### src/rtl/lbft_pkg.sv
// lbft_pkg: shared types, formats and constants of the lidar beam transform
// no dependencies; imported by every rtl module of the block
`default_nettype none
package lbft_pkg;

  // register indexes of the configuration port
  localparam logic [3:0] REG_ROT_XX   = 4'd0;
  localparam logic [3:0] REG_ROT_XY   = 4'd1;
  localparam logic [3:0] REG_ROT_YX   = 4'd2;
  localparam logic [3:0] REG_ROT_YY   = 4'd3;
  localparam logic [3:0] REG_SHIFT_X  = 4'd4;
  localparam logic [3:0] REG_SHIFT_Y  = 4'd5;
  localparam logic [3:0] REG_START    = 4'd6;
  localparam logic [3:0] REG_STEP     = 4'd7;

  localparam int ATAN_ENTRIES = 24;
  localparam int W_C   = 34;   // sin/cos cordic datapath, q1.30 plus headroom
  localparam int W_Z   = 34;   // cordic angle, 2^32 per turn
  localparam int W_PR  = 51;   // range times cos/sin
  localparam int W_PT  = 37;   // point in mm q16
  localparam int W_RP  = 53;   // rotation coefficient times point
  localparam int W_V   = 56;   // vectoring datapath, mm q30
  localparam int W_M   = 42;   // magnitude in mm q16
  localparam int W_LO  = 20;   // low part of magnitude for the split multiply
  localparam int W_HI  = W_M - W_LO;
  localparam int W_K   = 24;

  localparam logic signed [W_C-1:0] KINV_Q30 = 34'sd652032874;
  localparam logic [W_K-1:0]        KINV_Q24 = 24'd10188014;

  // transform registers
  typedef struct packed {
    logic signed [15:0] rot_xx;
    logic signed [15:0] rot_xy;
    logic signed [15:0] rot_yx;
    logic signed [15:0] rot_yy;
    logic signed [15:0] shift_x;
    logic signed [15:0] shift_y;
  } xform_t;

  // one classified beam between front and back
  typedef struct packed {
    logic [15:0]           range_mm;
    logic [1:0]            quad;
    logic signed [W_Z-1:0] z;
  } beam_t;

  // arctangent of 2^-i in turns, 2^32 per turn
  function automatic logic signed [W_Z-1:0] atan_turns(input int i);
    logic signed [W_Z-1:0] v;
    case (i)
      0:  v = 34'sd536870912;
      1:  v = 34'sd316933406;
      2:  v = 34'sd167458907;
      3:  v = 34'sd85004756;
      4:  v = 34'sd42667331;
      5:  v = 34'sd21354465;
      6:  v = 34'sd10679838;
      7:  v = 34'sd5340245;
      8:  v = 34'sd2670163;
      9:  v = 34'sd1335087;
      10: v = 34'sd667544;
      11: v = 34'sd333772;
      12: v = 34'sd166886;
      13: v = 34'sd83443;
      14: v = 34'sd41722;
      15: v = 34'sd20861;
      16: v = 34'sd10430;
      17: v = 34'sd5215;
      18: v = 34'sd2608;
      19: v = 34'sd1304;
      20: v = 34'sd652;
      21: v = 34'sd326;
      22: v = 34'sd163;
      23: v = 34'sd81;
      default: v = '0;
    endcase
    return v;
  endfunction

endpackage
`default_nettype wire

### src/rtl/lbft_front.sv
// lbft_front: beam angle, quadrant reduction and cordic start angle
// depends on lbft_pkg
`default_nettype none
module lbft_front #(
  parameter int MAX_BEAMS = 4096
) (
  input  wire logic [15:0]   range_mm,
  input  wire logic [11:0]   beam_index,
  input  wire logic [15:0]   start_angle,
  input  wire logic [15:0]   angle_step,
  output lbft_pkg::beam_t    beam
);
  import lbft_pkg::*;

  localparam int          BCLAMP   = (MAX_BEAMS - 1 > 4095) ? 4095 : MAX_BEAMS - 1;
  localparam logic [11:0] BCLAMP_W = BCLAMP[11:0];
  localparam logic [16:0] BMAX_W   = MAX_BEAMS[16:0];

  logic [11:0]        beam_c;
  logic [27:0]        step_prod;
  logic [15:0]        angle;
  logic [15:0]        angle_q;
  logic [1:0]         quad;
  logic signed [15:0] resid;

  // clamp index, angle modulo one turn
  assign beam_c    = ({5'd0, beam_index} >= BMAX_W) ? BCLAMP_W : beam_index;
  assign step_prod = beam_c * angle_step;
  assign angle     = start_angle + step_prod[15:0];

  // nearest quadrant and residual within an eighth of a turn
  assign angle_q = angle + 16'd8192;
  assign quad    = angle_q[15:14];
  assign resid   = $signed(angle - {quad, 14'd0});

  assign beam.range_mm = range_mm;
  assign beam.quad     = quad;
  assign beam.z        = {{(W_Z-32){resid[15]}}, resid, 16'd0};

endmodule
`default_nettype wire

### config.mk
export PLATFORM = sky130hd
export DESIGN_NAME = lbft_front
export DESIGN_NICKNAME = d
export VERILOG_FILES = /design/src/rtl/lbft_pkg.sv /design/src/rtl/lbft_front.sv
export SDC_FILE = /design/constraint.sdc
export NUM_CORES = 1
export LEC_CHECK = 0
export BUFFER_PORTS_ARGS = -buffer_cell sky130_fd_sc_hd__buf_2
export CAP_MARGIN = 20
export CORE_UTILIZATION = 41
export DETAILED_ROUTE_END_ITERATION = 8
export PLACE_DENSITY = 0.64
export SLEW_MARGIN = 15
export SYNTH_ARGS = -nofsm -noshare
export SYNTH_HDL_FRONTEND = slang
export SYNTH_SLANG_ARGS = --single-unit
### constraint.sdc
create_clock -name vclk -period 10.55
set_clock_uncertainty 0.05 [all_clocks]
set_input_delay 2.11 -clock vclk [all_inputs]
set_output_delay 2.11 -clock vclk [all_outputs]
set_load 0.02 [all_outputs]
==> results.ini <==
[outcome]
status = finished, final reports clean

[die]
fp.dieW_um = 104
dieArea_um2 = 10800
core_um2 = 9950
die_h_um = 104
io_pins = 112
initial_core_util_pct = 43.0
rows = 36

[routing]
wirelength_um = 9170
avgRoutedWirePerCell_um = 13.7
antenna_left = 0
viasPerCell = 4.62
routed-via-count = 3101
drc = 0
dr.max_layer_used = met4
dr_wl_met3_um = 383
met2WireLength_um = 4710
drt_iter0_markers = 122
wirelength_met1_um = 3970
firstDrtPassIters = 4

[grt]
grt_pass1_vias = 3530
antenna_found_initial = 0
grt_remaining_overflow = 0
grt_pass1_wl_um = 16200
grt_max_degree = 17
grtUsageTotal_pct = 18.5

[critical_path]
crit_required_ns = 8.39
end_kind = primary output
crit_family = adder cells
path_class = in2out
cp.arrival_ns = 7.81
path_buf_inv = 6
cp_max_fo = 16
slowest_delay_ns = 0.53
slowest_stage = fa_1
startpoint_type = input pin

[timing]
finalHoldViolCount = 0
fin_hold_ws_ns = 4.17
slew_viol_final = 0
setup_violations = 0
timing.fmax_mhz = 100
finalSetupTns_ns = 0
rsz0062_at_grt = no
fin_crit_sh_pct = 94.5
fin_crit_ns = 9.97

[clock_network]
hold_buffers = 0
cts_setup_buffers = 0
post_cts_resized = 0

[job]
maxCapViolCount = 0

[placement]
gp_congestion = 0.842
portBuffers = 64
dp_hpwl_um = 8190

[finish]
design.seq.count = 0
register_area_um2 = 0
diodes = 0
clockBufferCount = 0
layout.nets = 731
drive_above_1_share_pct = 12.1
syn2layout_area_growth_pct = 5.12

[synth]
ys_types = 24
synth_cells = 510
synth.avg_cell_area_um2 = 8.39
synth_top_cell_by_area = fa_1
synth_warnings = 0
synth_top_cell_area_share_pct = 43.1
ys_top_cells_by_area = fa_1 (43%), ha_1 (11%), inv_1 (11%)
synth-seq-area-share_pct = 0
synthesis.area_um2 = 4280

[hold_path]
hp-class = in2out

## worst paths after layout
path | from | to | slack [ns] | depth (start not counted)
max | beam_index[0] | beam[35] | 0.58 | 26
min | range_mm[1] | beam[37] | 4.17 | 0
## cell type report
cell class,count,area (um2)
Fill cell,994,5460
Multi-Input combinational cell,345,3530
Inverter,129,484
Timing Repair Buffer,64,320
Tap cell,133,166
## layout by cell type (no fill, tap or decap), types with 4 or more instances in the layout
cell type  Yosys  routed
fa_1          92      92
nor2_1         6       6
xnor2_1       21      21
inv_1        129     129
and2_1        54      54
a21oi_1        9       9
ha_1          39      39
a21o_1         4       4
buf_2          1      64
conb_1         1      16
nand2_1       77      77
xor2_1        11      10
## Yosys cell counts, types with 2 or more instances
| cell type | count |
|---|---|
| xor2_1 | 11 |
| inv_1 | 129 |
| fa_1 | 92 |
| a211o_1 | 2 |
| a21o_1 | 4 |
| nor2_1 | 6 |
| nand2b_1 | 2 |
| ha_1 | 39 |
| buf_4 | 37 |
| and2_1 | 54 |
| nand2_1 | 77 |
| xnor2_1 | 21 |
| nor3_1 | 2 |
| o21ai_0 | 3 |
| clkbuf_1 | 13 |
| a21oi_1 | 9 |
| a211oi_1 | 2 |
## per-stage QoR
step           area, um2  instances  util (%)  worst slack (ns)
2_1_floorplan       4330        525         -             0.505
3_3_place_gp        4490        671      45.1             0.535
3_5_place_dp        4490        671      45.1             0.398
4_1_cts             4490        671      45.1             0.364
5_1_grt             4500        671      45.2            0.0526
6_report            4500        671      45.2             0.580
## kinds of logic after synthesis
family / count (synthesis) / synth area share [%]
other: 1 / 0.0877
adders and majority gates: 131 / 54.5
AOI/OAI and AO/OA: 23 / 3.45
buffers and inverters: 180 / 19.1
xor gates and xnor gates: 33 / 7.08
and+or+nand+nor: 142 / 15.9
## per-layer routing
metal | GRT usage [%] | vias up
li1 | - | 1462
met4 | 2.14 | 0
met3 | 1.57 | 6
met2 | 35.3 | 84
met1 | 23.2 | 1549
met5 | 0 | -
Power is not shown: default switching activity piles up to over one toggle a cycle in this logic, so the estimate is an artifact.
