--- src/rtl/lbft_pkg.sv ---
// lbft_pkg: shared types, formats and constants of the lidar beam transform
// no dependencies; imported by every rtl module of the block
`default_nettype none
package lbft_pkg;

  // register indexes of the configuration port
  localparam logic [3:0] REG_ROT_XX   = 4'd0;
  localparam logic [3:0] REG_ROT_XY   = 4'd1;
  localparam logic [3:0] REG_ROT_YX   = 4'd2;
  localparam logic [3:0] REG_ROT_YY   = 4'd3;
  localparam logic [3:0] REG_SHIFT_X  = 4'd4;
  localparam logic [3:0] REG_SHIFT_Y  = 4'd5;
  localparam logic [3:0] REG_START    = 4'd6;
  localparam logic [3:0] REG_STEP     = 4'd7;

  localparam int ATAN_ENTRIES = 24;
  localparam int W_C   = 34;   // sin/cos cordic datapath, q1.30 plus headroom
  localparam int W_Z   = 34;   // cordic angle, 2^32 per turn
  localparam int W_PR  = 51;   // range times cos/sin
  localparam int W_PT  = 37;   // point in mm q16
  localparam int W_RP  = 53;   // rotation coefficient times point
  localparam int W_V   = 56;   // vectoring datapath, mm q30
  localparam int W_M   = 42;   // magnitude in mm q16
  localparam int W_LO  = 20;   // low part of magnitude for the split multiply
  localparam int W_HI  = W_M - W_LO;
  localparam int W_K   = 24;

  localparam logic signed [W_C-1:0] KINV_Q30 = 34'sd652032874;
  localparam logic [W_K-1:0]        KINV_Q24 = 24'd10188014;

  // transform registers
  typedef struct packed {
    logic signed [15:0] rot_xx;
    logic signed [15:0] rot_xy;
    logic signed [15:0] rot_yx;
    logic signed [15:0] rot_yy;
    logic signed [15:0] shift_x;
    logic signed [15:0] shift_y;
  } xform_t;

  // one classified beam between front and back
  typedef struct packed {
    logic [15:0]           range_mm;
    logic [1:0]            quad;
    logic signed [W_Z-1:0] z;
  } beam_t;

  // arctangent of 2^-i in turns, 2^32 per turn
  function automatic logic signed [W_Z-1:0] atan_turns(input int i);
    logic signed [W_Z-1:0] v;
    case (i)
      0:  v = 34'sd536870912;
      1:  v = 34'sd316933406;
      2:  v = 34'sd167458907;
      3:  v = 34'sd85004756;
      4:  v = 34'sd42667331;
      5:  v = 34'sd21354465;
      6:  v = 34'sd10679838;
      7:  v = 34'sd5340245;
      8:  v = 34'sd2670163;
      9:  v = 34'sd1335087;
      10: v = 34'sd667544;
      11: v = 34'sd333772;
      12: v = 34'sd166886;
      13: v = 34'sd83443;
      14: v = 34'sd41722;
      15: v = 34'sd20861;
      16: v = 34'sd10430;
      17: v = 34'sd5215;
      18: v = 34'sd2608;
      19: v = 34'sd1304;
      20: v = 34'sd652;
      21: v = 34'sd326;
      22: v = 34'sd163;
      23: v = 34'sd81;
      default: v = '0;
    endcase
    return v;
  endfunction

endpackage
`default_nettype wire

--- src/rtl/lbft_queue.sv ---
// lbft_queue: short first-in first-out queue of classified beams
// depends on lbft_pkg
`default_nettype none
module lbft_queue (
  input  wire logic        clk,
  input  wire logic        rst_n,
  input  wire logic        push,
  input  lbft_pkg::beam_t  push_data,
  output logic             full,
  input  wire logic        pop,
  output lbft_pkg::beam_t  pop_data,
  output logic             empty
);
  import lbft_pkg::*;

  beam_t      mem_r [4];
  logic [1:0] wptr_r, wptr_nxt;
  logic [1:0] rptr_r, rptr_nxt;
  logic [2:0] cnt_r, cnt_nxt;
  logic       do_push, do_pop;

  assign full     = (cnt_r == 3'd4);
  assign empty    = (cnt_r == 3'd0);
  assign do_push  = push && !full;
  assign do_pop   = pop && !empty;
  assign pop_data = mem_r[rptr_r];

  // pointer and fill count
  always_comb begin
    wptr_nxt = wptr_r + {1'b0, do_push};
    rptr_nxt = rptr_r + {1'b0, do_pop};
    cnt_nxt  = cnt_r + {2'd0, do_push} - {2'd0, do_pop};
  end

  always_ff @(posedge clk) begin
    if (!rst_n) begin
      wptr_r <= '0;
      rptr_r <= '0;
      cnt_r  <= '0;
    end else begin
      wptr_r <= wptr_nxt;
      rptr_r <= rptr_nxt;
      cnt_r  <= cnt_nxt;
    end
  end

  // storage
  always_ff @(posedge clk) begin
    if (do_push) begin
      mem_r[wptr_r] <= push_data;
    end
  end

endmodule
`default_nettype wire

--- config.mk ---
export PLATFORM = sky130hd
export DESIGN_NAME = lbft_queue
export DESIGN_NICKNAME = d
export VERILOG_FILES = /design/src/rtl/lbft_pkg.sv /design/src/rtl/lbft_queue.sv
export SDC_FILE = /design/constraint.sdc
export NUM_CORES = 1
export LEC_CHECK = 0
export ABC_AREA = 1
export BUFFER_PORTS_ARGS = -buffer_cell sky130_fd_sc_hd__buf_2
export CAP_MARGIN = 40
export CORE_AREA = 2 2 132 134
export CTS_CLUSTER_SIZE = 14
export DETAILED_ROUTE_END_ITERATION = 16
export DIE_AREA = 0 0 134 136
export PLACE_DENSITY = 0.75
export SETUP_SLACK_MARGIN = 0.5
export SYNTH_ARGS = -nofsm -noshare
export SYNTH_HDL_FRONTEND = slang
export SYNTH_SLANG_ARGS = --single-unit
--- constraint.sdc ---
create_clock -name clk -period 6 [get_ports clk]
set_input_delay 0.3 -clock clk [delete_from_list [all_inputs] [get_ports clk]]
set_output_delay 0.3 -clock clk [all_outputs]
set_load 0.05 [all_outputs]
==> impl_metrics.ini, run 1 <==
[run_status]
outcome = finished, final reports clean

[synth]
synth_top_area_cell = edfxtp_1
synthFlopType = edfxtp_1
yosysSeqAreaShare_pct = 77.8
avgSynthCellArea_sq_um = 14.8
ys_top_cells_by_count = 208 x edfxtp_1, 104 x o21ai_0, 99 x nor2_1
yosys_register_bits = 215
yosysUniqueCellTypes = 26
synth_area_leaders = edfxtp_1 76%, o21ai_0 6.3%, nor2_1 4.5%
synth.most_common_cell = edfxtp_1
synth_area_sq_um = 8210
synth-edff-count = 208
syn_inst = 556
postSynth.asyncResetShare_pct = 0
syn-num-nets = 615
synth_top_area_share_pct = 76.1
ys_warn_count = 0

[clock_network]
postCtsSetupRepairBufs = 0
clkSlewWorstSetupHoldPaths_ns = 0.06
hold_buffers = 0
root_buffer = clkbuf_16
cts_buffers = 22
clock_latency_ns = 0.49
htree_num_levels = 1
cts.sinks = 215
cts_buffer_depth = 3
cts_tree = yes
ctsResizeCount = 0

[critical_path]
crit_fanout = 105
cp_cell_sequence = buf_12 > inv_6 > o21ai_0 > o22ai_1 > buf_2
critPathRequiredTime_ns = 5.70
rrSetupSlack_ns = 3.95
worstSetupPathType = register to primary output
crit_path_start_kind = register
slowest_delay_ns = 0.55
arrival_ns = 2.61
worst-path-buf-inv = 3
endpoint_kind = primary output
critical_path.slowest_cell = inv_6
critPathTopFamily = buffers and inverters

[global_routing]
grt_pass1_wl_mm = 25.1
grt_overflow = 0
grt_max_degree = 106
antenna_found_initial = 1
grt_pass1_vias = 4959
grt_use_total_pct = 17.5

[power_and_ir_drop]
total_power_mw = 4.65
p_leak_nw = 3.41
power_density_nw_per_um2 = 483
peakVddDrop_mv = 0.349
p_clk_share_pct = 28.2
p_sw_mw = 1.71
internal-power_mw = 2.94
seqPwrFrac_pct = 41.0
switching_share_pct = 36.8
p_comb_share_pct = 30.8

[layout]
final_cells = 907
postLayoutCoreUtil_pct = 57.0
layout-drive-gt1-share_pct = 26.8
diodes = 0
num-nets-final = 725
syn_to_final_growth_pct = 17.3
design_area_sq_um = 9620

[placed_design]
portBuffers = 109
hpwl_mm = 9.22
dp.cells = 867
place_congestion = 0.741
place_area_sq_um = 8900
pre_cts_ws_ns = 3.59

[floorplanning]
die_w_um = 134
dieHeight_um = 136
dieArea_sq_um = 18200
initial_core_util_pct = 48.6
boundaryPins = 110
rows = 48
fp.coreArea_sq_um = 16900

[sta]
tightestPinTransition_ns = 0.792
hold_violations = 0
fmax_ghz = 0.344
finalSetupTns_ns = 0
report.final.slew_viol_count = 0
rsz0062_at_grt = false
max-slew-margin-rel_pct = 47.2
fin_crit_sh_pct = 48.5
min_period_ns = 2.91
worst_slack_ns = 3.09
whs_ns = 0.0181
setup_violations = 0
worst_clock_skew_ns = 0.0129

[drt]
drc_errors = 0
viasPerCell = 5.35
ant_nets = 0
wl_per_cell_um = 17.6
first_pass_iters = 4
wl_mm = 15.9
drtIter0Drc = 352
num_vias = 4855

[hold_path]
min_path_type = input pin to register

[run]
drv_cap = 0
-- power groups by stage --
stage	logic, mW	registers [mW]	clock network [mW]
after global routing	1.53	1.92	1.40
final	1.43	1.90	1.31
after CTS	1.45	1.91	1.34
after detailed placement	1.45	1.94	0
after floorplan	1.16	1.91	0
after global placement	1.37	1.96	0
-- logic make-up (layout without fill, tap and decap cells) --
group / count (synthesis) / in the layout / share of synthesized area (%)
and+or+nand+nor: 131 / 131 / 6.42
DFF: 215 / 215 / 77.8
buffers and inverters: 47 / 173 / 3.86
adders and majority gates: 3 / 3 / 0.549
AOI/OAI and AO/OA: 160 / 160 / 11.4
-- area by class of cell --
class | count | area, sq um
sequential | 215 | 6390
clock inverter | 8 | 71.3
multi-input combinational | 294 | 1520
clock buffer | 32 | 649
tap | 225 | 282
inverter | 13 | 53.8
timing repair buffer | 120 | 653
fill | 1328 | 7250
-- routing by layer --
metal	track usage [%]	wire length [um]	up-vias
met5	0	13	-
met4	4.02	170	2
met1	22.2	6430	2379
met2	30.3	8040	158
li1	-	-	2299
met3	4.70	1270	17
-- sequential cells by signal, summed over array words and instances, names as in the netlist --
register	cells
wptr_r	2
mem_r	208
cnt_r	3
rptr_r	2
-- path summary, 6_finish.rpt --
path	from	end	depth (start not counted)
worst max-delay path	rptr_r[0]$_SDFF_PN0_	pop_data[37]	5
worst min-delay path	push_data[41]	mem_r[0][41]$_DFFE_PP_	1
worst min register to register	wptr_r[1]$_SDFF_PN0_	wptr_r[1]$_SDFF_PN0_	2
worst max register to register	cnt_r[1]$_SDFF_PN0_	cnt_r[2]$_SDFF_PN0_	11
-- placed cells by master (no fill, tap or decap), types with 9 or more instances in the layout --
cell | Yosys | layout
nor2_1 | 99 | 99
clkbuf_16 | 0 | 23
edfxtp_1 | 208 | 208
buf_2 | 18 | 109
o22ai_2 | 10 | 10
inv_1 | 11 | 11
buf_4 | 3 | 9
nand2_1 | 15 | 15
nor2_2 | 10 | 10
o22ai_1 | 42 | 42
o21ai_0 | 104 | 104
Note: power is estimated with default switching activity, not from simulation.
==> inputs of run 2 (changes only) <==
PLACE_DENSITY = 0.78   (was 0.75)
clock period = 2.4 ns   (was 6 ns; I/O delays follow)
==> run 2 against run 1 <==
Compared with the run above:
- clock power rose by 130%
- global-route usage rose by 3.4 points
- count of clock-buffer cells in the layout fell by 5
- final cell count rose by 8.6%
- critical path depth did not move
- die area did not move
- setup slack got worse by 2.6 ns
- final area rose by 13%
- largest power group is now combinational cells
==> impl_metrics.ini, run 2 (synthesized netlist as in run 1, its figures left out) <==
[clock_network]
cts_buffers = 20
cts_buffer_depth = 3
cts.sinks = 215
root_buffer = clkbuf_16
cts_tree = yes
htree_num_levels = 1
clkSlewWorstSetupHoldPaths_ns = 0.06
clock_latency_ns = 0.48

[power_and_ir_drop]
peakVddDrop_mv = 0.863
power_density_nw_per_um2 = 1170
p_leak_nw = 3.93

[layout]
syn_to_final_growth_pct = 33.1
largest_reg_flops = 208
final_cell_mix = 208 x edfxtp_1, 95 x nor2_1, 60 x buf_4
num-nets-final = 808
layout_commonest_cell = edfxtp_1
largestRegisters = mem_r: 208 flops, cnt_r: 3 flops
diodes = 0
top_register = mem_r
design_area_sq_um = 10900
n_fill_cell = 1182
layout-drive-gt1-share_pct = 30.4

[critical_path]
critical_path.slowest_cell = dfxtp_4
slowest_delay_ns = 0.43
endpoint_kind = primary output
worst-path-buf-inv = 3
crit_path_start = rptr_r[0]$_SDFF_PN0_
crit_path_start_kind = register
critPathRequiredTime_ns = 2.28
worstReg2RegStart = cnt_r[1]$_SDFF_PN0_
rrSetupSlack_ns = 0.58
reg2reg_depth = 6
cp_cell_sequence = buf_12 > clkinv_16 > o21ai_1 > o22ai_2 > buf_4
timing.rr.end = mem_r[1][13]$_DFFE_PP_
critPathTopFamily = buffers and inverters
arrival_ns = 1.78
worstSetupPathType = register to primary output
crit_fanout = 52

[sta]
fin_crit_sh_pct = 79.1
min_period_ns = 1.90
fmax_ghz = 0.526
max-slew-margin-rel_pct = 61.4
rsz0062_at_grt = true
report.final.slew_viol_count = 0
tightestPinTransition_ns = 0.579
worst_clock_skew_ns = 0.00676
hold_violations = 0
setup_violations = 0
finalSetupTns_ns = 0

[hold_path]
worstHoldPathCells = 6
min_path_type = input pin to register
hold_path_startpoint = push
holdPathEnd = wptr_r[0]$_SDFF_PN0_

[drt]
first_pass_iters = 5
drtIter0Drc = 382
ant_nets = 0
wl_per_cell_um = 21.2
num_vias = 5438
drc_errors = 0
viasPerCell = 5.52
wl_mm = 20.9

[floorplanning]
die_w_um = 134
fp.coreArea_sq_um = 16900
dieHeight_um = 136
dieArea_sq_um = 18200
initial_core_util_pct = 48.6
rows = 48
boundaryPins = 110

[run]
drv_cap = 0

[global_routing]
grt_overflow = 0
antenna_found_initial = 0
grt_max_degree = 54
grt_pass1_wl_mm = 29.0
grt_use_total_pct = 20.9
grt_pass1_vias = 5485

[run_status]
outcome = finished, final reports clean

[placed_design]
place_congestion = 0.743
hpwl_mm = 9.32
place_area_sq_um = 8950
portBuffers = 109
run 2: area by class of cell:
cell class                      instances  area, sq um  area share (%)
Timing Repair inverter                  1         30.0           0.275
Sequential cell                       215         6400            58.6
Clock buffer                           27          548            5.02
Clock inverter                          6         76.3           0.699
Multi-Input combinational cell        294         1640            15.0
Inverter                               13         82.6           0.756
Tap cell                              225          282            2.58
Timing Repair Buffer                  204         1860            17.1
run 2: worst register-to-register path, stage by stage, from the launching register on:
cell and delay (ns):
dfxtp_2 0.35, inv_2 0.05, nand2_2 0.11, o21ai_4 0.09, buf_4 0.16, nor3_4 0.19, buf_4 0.50
run 2: worst max path at each step:
| stage | end | slack, ns | cells after the start |
|---|---|---|---|
| after floorplan | mem_r[1][0]$_DFFE_PP_ | 0.09 | 4 |
| after global placement | cnt_r[2]$_SDFF_PN0_ | 0.51 | 11 |
| after detailed placement | cnt_r[2]$_SDFF_PN0_ | 0.39 | 11 |
| after CTS | pop_data[0] | 0.47 | 5 |
| after global routing | pop_data[39] | 0.44 | 5 |
| final | pop_data[47] | 0.50 | 5 |
run 2: metrics by stage:
stage	power (mW)	worst slack [ns]	hold WS (ns)	utilization, %	std cells
final	12.7	0.501	0.0897	64.7	985
after global routing	13.2	0.443	0.121	64.7	985
after CTS	12.2	0.465	0.0983	62.2	973
after detailed placement	8.52	0.395	0.335	53.0	870
after global placement	8.41	0.510	0.328	53.0	870
after floorplan	7.69	0.0946	0.213	-	556
run 2: power breakdown:
group / leakage, nW / total, mW / switching (mW) / internal [mW]
combinational: 1.66 / 4.97 / 3.36 / 1.61
sequential: 1.97 / 4.74 / 0.154 / 4.59
clock: 0.303 / 3.02 / 1.22 / 1.81
run 2: per-layer routing:
layer / track usage, % / vias to the layer above / wire length (um)
met4: 6.97 / 0 / 481
met2: 37.0 / 279 / 10600
met5: 0 / - / 0
met3: 4.81 / 37 / 1850
met1: 25.5 / 2652 / 7900
li1: - / 2470 / -
run 2: repair_timing:
action,CTS,global route
endpoints found under the hold margin,215,0
gates resized for setup,60,99
hold buffers,54,0
pin swaps,1,23
setup buffers,11,2
setup endpoints to repair,54,53
gates cloned,5,10
